## config.mk

```make
export PLATFORM = sky130hd
export DESIGN_NAME = trickle_charge_pwm_controller
export DESIGN_NICKNAME = d
export VERILOG_FILES = /design/src/tcpc_pkg.sv /design/src/tcpc_step.sv /design/src/trickle_charge_pwm_controller.sv
export SDC_FILE = /design/constraint.sdc
export NUM_CORES = 1
export LEC_CHECK = 0
export BUFFER_PORTS_ARGS = -buffer_cell sky130_fd_sc_hd__buf_4
export CORE_ASPECT_RATIO = 1.2
export CORE_MARGIN = 10
export CORE_UTILIZATION = 55
export DETAILED_ROUTE_END_ITERATION = 16
export PLACE_DENSITY = 0.77
export RECOVER_POWER = 50
export SYNTH_ARGS = -nofsm -noshare
export SYNTH_HDL_FRONTEND = slang
export SYNTH_SLANG_ARGS = --single-unit
```

## constraint.sdc

```tcl
create_clock -name clk -period 7.7 [get_ports clk]
set_input_delay 0.385 -clock clk [delete_from_list [all_inputs] [get_ports clk]]
set_output_delay 0.385 -clock clk [all_outputs]
set_load 0.05 [all_outputs]
```

## src/tcpc_pkg.sv

```systemverilog
// Shared types and constants for the trickle-charge PWM controller.
// No dependencies; used by tcpc_step and trickle_charge_pwm_controller.
package tcpc_pkg;

  localparam int unsigned CfgIdxW = 3;
  localparam int unsigned RegW    = 16;

  typedef enum logic [CfgIdxW-1:0] {
    REG_TRICKLE_START = 3'd0,
    REG_PACK_MAX      = 3'd1,
    REG_EXIT_HYST     = 3'd2,
    REG_PULSE_ON      = 3'd3,
    REG_PULSE_OFF     = 3'd4,
    REG_TRICKLE_CUR   = 3'd5,
    REG_FULL_CUR      = 3'd6
  } cfg_idx_t;

  localparam logic [RegW-1:0] RstTrickleStart = 16'd5800;
  localparam logic [RegW-1:0] RstPackMax      = 16'd6000;
  localparam logic [RegW-1:0] RstExitHyst     = 16'd300;
  localparam logic [RegW-1:0] RstPulseOn      = 16'd1000;
  localparam logic [RegW-1:0] RstPulseOff     = 16'd1000;
  localparam logic [RegW-1:0] RstTrickleCur   = 16'd20;
  localparam logic [RegW-1:0] RstFullCur      = 16'd100;

  typedef struct packed {
    logic [15:0] trickle_start_voltage_dv;
    logic [15:0] pack_max_voltage_dv;
    logic [15:0] exit_hysteresis_dv;
    logic [15:0] pulse_on_ms;
    logic [15:0] pulse_off_ms;
    logic [15:0] trickle_current_da;
    logic [15:0] full_current_da;
  } cfg_t;

  typedef struct packed {
    logic        charging_mode;
    logic [31:0] now_ms;
    logic [15:0] pack_voltage_dv;
  } item_t;

  typedef struct packed {
    logic        trickle_enabled;
    logic        pulse_on_phase;
    logic [31:0] last_toggle_time;
  } state_t;

  typedef struct packed {
    logic        limits_valid;
    logic [15:0] voltage_limit_dv;
    logic [15:0] current_limit_da;
    logic        start_control;
    logic        charging_active;
    logic        trickle_active;
  } result_t;

endpackage

```

## src/tcpc_step.sv

```systemverilog
// One control tick: trickle mode entry/exit, pulse phase timing and limits.
// Depends on tcpc_pkg; purely combinational.
module tcpc_step (
  input  tcpc_pkg::cfg_t    cfg,
  input  tcpc_pkg::state_t  state,
  input  tcpc_pkg::item_t   item,
  output tcpc_pkg::state_t  state_nxt,
  output tcpc_pkg::result_t res
);
  import tcpc_pkg::*;

  logic        enter;
  logic        leave;
  logic        trickle;
  logic        phase;
  logic [31:0] last;
  logic [31:0] elapsed;
  logic [16:0] exit_sum;
  logic        phase_nxt;
  logic        toggle;

  always_comb begin
    exit_sum = {1'b0, item.pack_voltage_dv} + {1'b0, cfg.exit_hysteresis_dv};
    enter    = !state.trickle_enabled && (item.pack_voltage_dv >= cfg.trickle_start_voltage_dv);
    leave    = state.trickle_enabled && (exit_sum <= {1'b0, cfg.pack_max_voltage_dv});
    trickle  = enter || (state.trickle_enabled && !leave);
    phase    = (enter || leave) ? 1'b1 : state.pulse_on_phase;
    last     = enter ? item.now_ms : state.last_toggle_time;
    elapsed  = item.now_ms - last;
    // compare elapsed against the length of the current phase
    if (phase) begin
      toggle = elapsed >= {16'd0, cfg.pulse_on_ms};
    end else begin
      toggle = elapsed >= {16'd0, cfg.pulse_off_ms};
    end
    phase_nxt = (trickle && toggle) ? !phase : phase;

    if (!item.charging_mode) begin
      state_nxt.trickle_enabled  = 1'b0;
      state_nxt.pulse_on_phase   = 1'b1;
      state_nxt.last_toggle_time = state.last_toggle_time;
      res.limits_valid           = 1'b0;
      res.voltage_limit_dv       = '0;
      res.current_limit_da       = '0;
      res.start_control          = 1'b1;
      res.charging_active        = 1'b0;
      res.trickle_active         = 1'b0;
    end else begin
      state_nxt.trickle_enabled  = trickle;
      state_nxt.pulse_on_phase   = phase_nxt;
      state_nxt.last_toggle_time = (trickle && toggle) ? item.now_ms : last;
      res.limits_valid           = 1'b1;
      res.voltage_limit_dv       = cfg.pack_max_voltage_dv;
      res.start_control          = 1'b0;
      res.trickle_active         = trickle;
      if (!trickle) begin
        res.current_limit_da = cfg.full_current_da;
        res.charging_active  = 1'b1;
      end else if (phase_nxt) begin
        res.current_limit_da = cfg.trickle_current_da;
        res.charging_active  = 1'b1;
      end else begin
        res.current_limit_da = '0;
        res.charging_active  = 1'b0;
      end
    end
  end

endmodule

```

## src/trickle_charge_pwm_controller.sv

```systemverilog
// Trickle-charge PWM controller top level: config registers, input and result stages.
// Throughput: one item per cycle while the output is not held back by out_ready.
// The tick logic sits between the input register and the result register; controller
// state updates as an item moves into the result register.
// Reset (synchronous, rst_n low): both stages empty, registers to defaults,
// trickle off, on phase preset, toggle time zero.
module trickle_charge_pwm_controller (
  input  logic                     clk,
  input  logic                     rst_n,
  input  logic                     cfg_we,
  input  logic [2:0]               cfg_index,
  input  logic [15:0]              cfg_wdata,
  input  logic                     in_valid,
  output logic                     in_ready,
  input  logic                     in_charging_mode,
  input  logic [31:0]              in_now_ms,
  input  logic [15:0]              in_pack_voltage_dv,
  output logic                     out_valid,
  input  logic                     out_ready,
  output logic                     out_limits_valid,
  output logic [15:0]              out_voltage_limit_dv,
  output logic [15:0]              out_current_limit_da,
  output logic                     out_start_control,
  output logic                     out_charging_active,
  output logic                     out_trickle_active
);
  import tcpc_pkg::*;

  cfg_t    cfg_r;
  state_t  state_r;
  state_t  state_nxt;
  item_t   item_r;
  result_t res_r;
  result_t res_nxt;
  logic    in_valid_r;
  logic    out_valid_r;
  logic    advance;

  assign advance  = in_valid_r && (!out_valid_r || out_ready);
  assign in_ready = !in_valid_r || advance;

  tcpc_step u_step (
    .cfg       (cfg_r),
    .state     (state_r),
    .item      (item_r),
    .state_nxt (state_nxt),
    .res       (res_nxt)
  );

  always_ff @(posedge clk) begin
    if (!rst_n) begin
      cfg_r.trickle_start_voltage_dv <= RstTrickleStart;
      cfg_r.pack_max_voltage_dv      <= RstPackMax;
      cfg_r.exit_hysteresis_dv       <= RstExitHyst;
      cfg_r.pulse_on_ms              <= RstPulseOn;
      cfg_r.pulse_off_ms             <= RstPulseOff;
      cfg_r.trickle_current_da       <= RstTrickleCur;
      cfg_r.full_current_da          <= RstFullCur;
    end else if (cfg_we) begin
      case (cfg_index)
        REG_TRICKLE_START: cfg_r.trickle_start_voltage_dv <= cfg_wdata;
        REG_PACK_MAX:      cfg_r.pack_max_voltage_dv      <= cfg_wdata;
        REG_EXIT_HYST:     cfg_r.exit_hysteresis_dv       <= cfg_wdata;
        REG_PULSE_ON:      cfg_r.pulse_on_ms              <= cfg_wdata;
        REG_PULSE_OFF:     cfg_r.pulse_off_ms             <= cfg_wdata;
        REG_TRICKLE_CUR:   cfg_r.trickle_current_da       <= cfg_wdata;
        REG_FULL_CUR:      cfg_r.full_current_da          <= cfg_wdata;
        default: ;  // drop writes beyond the register list
      endcase
    end
  end

  always_ff @(posedge clk) begin
    if (!rst_n) begin
      in_valid_r  <= 1'b0;
      out_valid_r <= 1'b0;
      state_r.trickle_enabled  <= 1'b0;
      state_r.pulse_on_phase   <= 1'b1;
      state_r.last_toggle_time <= '0;
    end else begin
      if (in_ready) begin
        in_valid_r <= in_valid;
      end
      if (advance) begin
        out_valid_r <= 1'b1;
        state_r     <= state_nxt;
      end else if (out_ready) begin
        out_valid_r <= 1'b0;
      end
    end
  end

  // payload registers: capture on transfer, hold otherwise
  always_ff @(posedge clk) begin
    if (in_valid && in_ready) begin
      item_r.charging_mode   <= in_charging_mode;
      item_r.now_ms          <= in_now_ms;
      item_r.pack_voltage_dv <= in_pack_voltage_dv;
    end
    if (advance) begin
      res_r <= res_nxt;
    end
  end

  assign out_valid            = out_valid_r;
  assign out_limits_valid     = res_r.limits_valid;
  assign out_voltage_limit_dv = res_r.voltage_limit_dv;
  assign out_current_limit_da = res_r.current_limit_da;
  assign out_start_control    = res_r.start_control;
  assign out_charging_active  = res_r.charging_active;
  assign out_trickle_active   = res_r.trickle_active;

endmodule
```

After elaboration in Yosys (flattened, before gate mapping)

Cells that the tools add are included.
Widths: inputs -> output; s select.

Add/subtract/negate cells: 2
Magnitude comparators: 4
Equal/unequal tests: 6
Multiplexer cells: 13
Reduce and logical (&&, ||, !) cells: 25

Operator list:

| cell               | number |
|---|---|
| $ge 32x16->1       | 2 |
| $mux 32            | 2 |
| $mux 36            | 1 |
| $mux 34            | 1 |
| $mux 16            | 2 |
| $sub 32x32->32     | 1 |
| $add 16x16->17     | 1 |
| $le 17x16->1       | 1 |
| $ge 16x16->1       | 1 |
| $reduce_and 2->1   | 8 |
| $eq 3x3->1 const B | 3 |
| $mux 1             | 7 |
| $eq 3x2->1 const B | 2 |
| $logic_and 1x1->1  | 6 |
| $logic_not 1->1    | 5 |
| $logic_or 1x1->1   | 4 |
| $eq 3x1->1 const B | 1 |
| $logic_not 3->1    | 1 |
| $reduce_bool 2->1  | 1 |

Bits in registers: 233
Input port bits: 73
Output and inout bits: 38
Word-level logic and storage cells: 71

Logic depth before layout (Yosys ltp)

Depth in word-level cells: 11
Gate-level depth with buffers: 35
Depth with buffers taken out: 30

Cells and area by module

A second synthesis with hierarchy kept.

Cells, all modules: 1,562
Area, all modules: 14,269.9 um^2

Modules (own cells, without submodules):

| module                        | times used | cells an instance | area an instance (um^2) | seq. area each (um^2) |
|---|---|---|---|---|
| trickle_charge_pwm_controller | 1          | 637               | 7,782.5                 | 5,515.3 |
| tcpc_step                     | 1          | 925               | 6,487.5                 | 0.0 |

Worst setup path before layout

No wires, ideal clock.

Path kind: register -> register
Start point: register item_r[14] (netlist bit)
End point: register state_r[24] (netlist bit)
Library setup time: 0.070 ns
Arrival time: 7.544 ns
Data required time: 7.630 ns
Path slack: 0.086 ns
Stages on the path, launching flop included: 35
Path buffers: 6
Period minus slack after synthesis: 7.614 ns
Cell sequence: edfxtp_1 ha_1 nand4_1 or3_4 o311a_1 a21oi_2 buf_4 buf_2 clkbuf_8 clkbuf_1 mux2i_1 ha_1 a21oi_1 nand2_1 o21ai_1 o31ai_1 or4_1 clkbuf_1 nand3_1 nand2_1 xor2_1 ha_1 a21o_1 a21o_1 a21oi_1 o21ai_0 a21oi_1 mux2i_1 nor2_1 nand4_1 or4b_4 nor4_4 buf_6 o21ai_1 a21oi_2

Cells in the longest elaborated chain, start to end: 8
Elaborated cells on any way between the ends: 17
Classes of those cells: 2 x add/sub; 4 x order compare; 4 x mux; 7 x reduce/logical

Ends and longest elaborated chain:

| element                                                  | RTL line                            | text |
|---|---|---|
| from (decl)                                              | trickle_charge_pwm_controller.sv:32 | `item_t item_r;` |
| $ge 16x16->1 / $add 16x16->17 (equally long branches)    | tcpc_step.sv:24, tcpc_step.sv:23    |  |
| $logic_and 1x1->1 / $le 17x16->1 (equally long branches) | tcpc_step.sv:24, tcpc_step.sv:25    |  |
| $mux 32 / $logic_and 1x1->1 (equally long branches)      | tcpc_step.sv:28, tcpc_step.sv:25    |  |
| $sub 32x32->32, or another cell as far along             | tcpc_step.sv:29                     | `elapsed = item.now_ms - last;` |
| $ge 32x16->1, or another cell as far along               | tcpc_step.sv:34                     | `toggle = elapsed >= {16'd0, cfg.pulse_off_ms};` |
| $mux 1 / $logic_or 1x1->1 (equally long branches)        | tcpc_step.sv:31, tcpc_step.sv:26    |  |
| $logic_and 1x1->1                                        | tcpc_step.sv:51                     | `state_nxt.last_toggle_time = (trickle && toggle) ? item.now_ms : last;` |
| $mux 32 (*)                                              | tcpc_step.sv:51                     |  |
| to (signal assigned)                                     | trickle_charge_pwm_controller.sv:86 | `state_r <= state_nxt;` |
| to (decl)                                                | trickle_charge_pwm_controller.sv:30 | `state_t state_r;` |

Every way passes the cells marked *; elsewhere a longest branch is shown, timed or not.
A chain may end at the register's enable or synchronous reset.

Worst setup path after layout

Start point: register item_r[14] (netlist bit)
End point: register state_r[0] (netlist bit)

The elaborated chain is that of the path after synthesis.

==> flow_summary.toml <==
[status]
outcome = "finished with violations"
failed_checks = "max-capacitance violations, max-slew violations"

[worst_setup_path]
rr_endpoint = "state_r[0]"
required_ps = 8030
cp.arrival_ps = 7560
r2r_slack_ps = 470
endpoint_kind = "register"
crit_slowest_cell = "or4_1"
path_common_cell = "a21oi_1"
r2r_start = "item_r[14]"
worst_setup_path_start_kind = "register"
reg2reg_depth = 29
cp_max_fo = 36
critPathMaxStageDelay_ps = 580
worst-setup-path-type = "register to register"

[yosys]
syn-num-nets = 1708
synthCells = 1525
netlist_area_sq_um = 13700
syn_avg_cell_area_sq_um = 8.97
synth.distinct_cells = 93
synth_top_area_share_pct = 21.7
yosys_most_used_dff = "dfxtp_1"
ys_ff_latch = 233
seq_area_frac_synth_pct = 40.3
synth_edf_count = 85
synth_area_leaders = "dfxtp_1 (22%), edfxtp_1 (19%), ha_1 (9.9%)"
yosysWarnings = 0
yosys.area.top_type = "dfxtp_1"
synthArstFlopShare_pct = 0

[clocking]
cts_buffer_depth = 3
cts_tree = "built"
clock-root-buffer = "clkbuf_16"
htreeDepth = 1
path_clk_slew_ps = 70
clock_latency_ps = 520
cts_num_sinks = 233
cts_hold_buf = 0
cts_buffers = 25

[layout]
finalNetCount = 1795
nFillCells = 2179
multi_input_area_sq_um = 7370
register_area_sq_um = 5520
final_common_cell = "nand2_1"
area_delta_synth_final_pct = 12.1
layout_common_cells = "nand2_1 (275), a21oi_1 (161), dfxtp_1 (148)"
drive_gt1_share_pct = 12.5
antenna_cells = 0

[floorplan]
io_pins = 111
row_count = 63
die_h_microns = 193
dieArea_sq_um = 31600
dieWidth_microns = 164
coreArea_sq_um = 24600
start_util_pct = 55.6

[power_and_ir_drop]
p_leak_uw = 0.00598
irDropWorstVdd_mv = 0.199
power.density_nw_per_um2 = 220

[route]
drc = 0
drtPass1Iterations = 5
ant_nets = 0
drtIter0Drc = 670
vias_per_cell = 5.95
vias = 11600
wl_per_cell_microns = 18.7
wl_microns = 36500

[sta]
finalClockSkew_ps = 13.4
slew_violations = 125
rsz0062_at_grt = "no"
fin_crit_ps = 7230
hold_violations = 0
worst_hold_slack_ps = 54.1
setup-violations-final = 0
max_slew_margin_pct = -39.6
tightestPinTransition_ps = 2090
setup_tns_ps = 0
max_clock_freq_mhz = 138
timing.final.crit_share_pct = 93.9

[global_routing]
grt_pass1_wl_microns = 58200
busiest_layer = "met2"
grt_usage_pct = 22.5
antenna_found_initial = 0
grt_max_degree = 70
first_global_vias = 11500
grt_use_met3_pct = 3.78
grt_use_met1_pct = 25.3
use_met2_pct = 41.2
grt_overflow_total = 0

[worst_hold_path]
worstHoldPathCells = 1
holdCritPathClass = "input pin to register"
min-delay-start = "in_now_ms[17]"
hold_end = "item_r[33]"

[placement]
dp_hpwl_microns = 27000
portBuffers = 110
place_congestion = 0.922

[job]
cap_viol_max_count = 3
## cell usage after synthesis, types with 8 or more instances
cell type and n:
o21ai_0 43, o21ai_1 43, nand2_1 275, ha_1 108, o211ai_2 11, nor3_1 16, inv_1 86, a21oi_1 161
nor2_1 61, o21a_1 10, clkbuf_1 42, xnor2_1 22, xor2_1 10, a21oi_2 15, a211oi_1 15, nand4_1 18
edfxtp_1 85, clkbuf_8 12, nor2b_1 17, o21bai_1 8, nand2b_1 18, nand3_1 31, o211ai_1 55, dfxtp_1 148
a21o_1 31, mux2i_1 32
## stage by stage
step / power (uW) / cells / util [%] / setup slack, ps / instance area, sq um
after global routing: 3530 / 1955 / 62.4 / 38.6 / 15300
after floorplan: 1940 / 1525 / - / 85.9 / 13700
after global placement: 2140 / 1906 / 59.5 / 483 / 14600
final: 3380 / 1955 / 62.4 / 473 / 15300
after CTS: 3390 / 1951 / 62.9 / 272 / 15500
after detailed placement: 2160 / 1906 / 59.5 / 311 / 14600
## timing repair
action                                  4_1_cts  5_1_grt
buffers inserted                              0        4
gates resized for setup                       0        2
endpoints found under the setup margin        0       32
## cells by family (layout without fill, tap and decap cells)
logic type	Yosys count	in the layout	synth area share, %
AND/OR/NAND/NOR	497	497	16.9
buffers and inverters	162	267	5.91
adder cells (fa/ha/maj)	112	112	10.3
multiplexers	34	34	2.51
AO/OA/AOI/OAI	455	455	22.0
XOR/XNOR	32	32	2.05
flip-flops	233	233	40.3
## layout make-up
cell class / count / area share (%)
clock buffers: 31 / 4.56
clock inverters: 14 / 1.00
inverters: 88 / 2.16
multi-input cells: 1130 / 48.0
flip-flops and latches: 233 / 36.0
well taps: 325 / 2.65
repair buffers: 134 / 5.62
## per-layer routing
metal  part of all wire (%)  up-vias
met1                     40     5518
met3                    5.9       99
met4                    4.2        0
li1                       -     5662
met2                     50      344
met5                      0        -
## sequential cells by signal, indices dropped and copies added, names as in the netlist
register	flops
in_valid_r	1
out_valid	1
out_voltage_limit_dv	16
cfg_r	112
out_trickle_active	1
state_r	34
out_limits_valid	1
out_charging_active	1
out_start_control	1
item_r	49
out_current_limit_da	16
## where the power goes
group | switching, uW | internal (uW) | leakage (uW)
Clock | 494 | 745 | 0.000424
Combinational | 490 | 296 | 0.00352
Sequential | 26.0 | 1320 | 0.00203
## worst max path at each step
| stage | from | end | slack (ps) | depth (start not counted) |
|---|---|---|---|---|
| after CTS | item_r[14] | state_r[23] | 270 | 28 |
| after detailed placement | item_r[14] | state_r[1] | 310 | 28 |
| after global routing | item_r[14] | state_r[19] | 40 | 30 |
| after global placement | item_r[11] | state_r[0] | 480 | 27 |
| after floorplan | item_r[14] | state_r[24] | 90 | 34 |
| final | item_r[14] | state_r[0] | 470 | 29 |
## critical path: cells and delay by family (launching register included)
family,cells,cell delay (ps)
AO/OA/AOI/OAI,12,2240
adder cells (fa/ha/maj),3,950
buffers and inverters,2,440
flip-flops,1,410
multiplexers,2,340
AND/OR/NAND/NOR,10,2610
No activity file was read; power rests on OpenSTA's default activity.
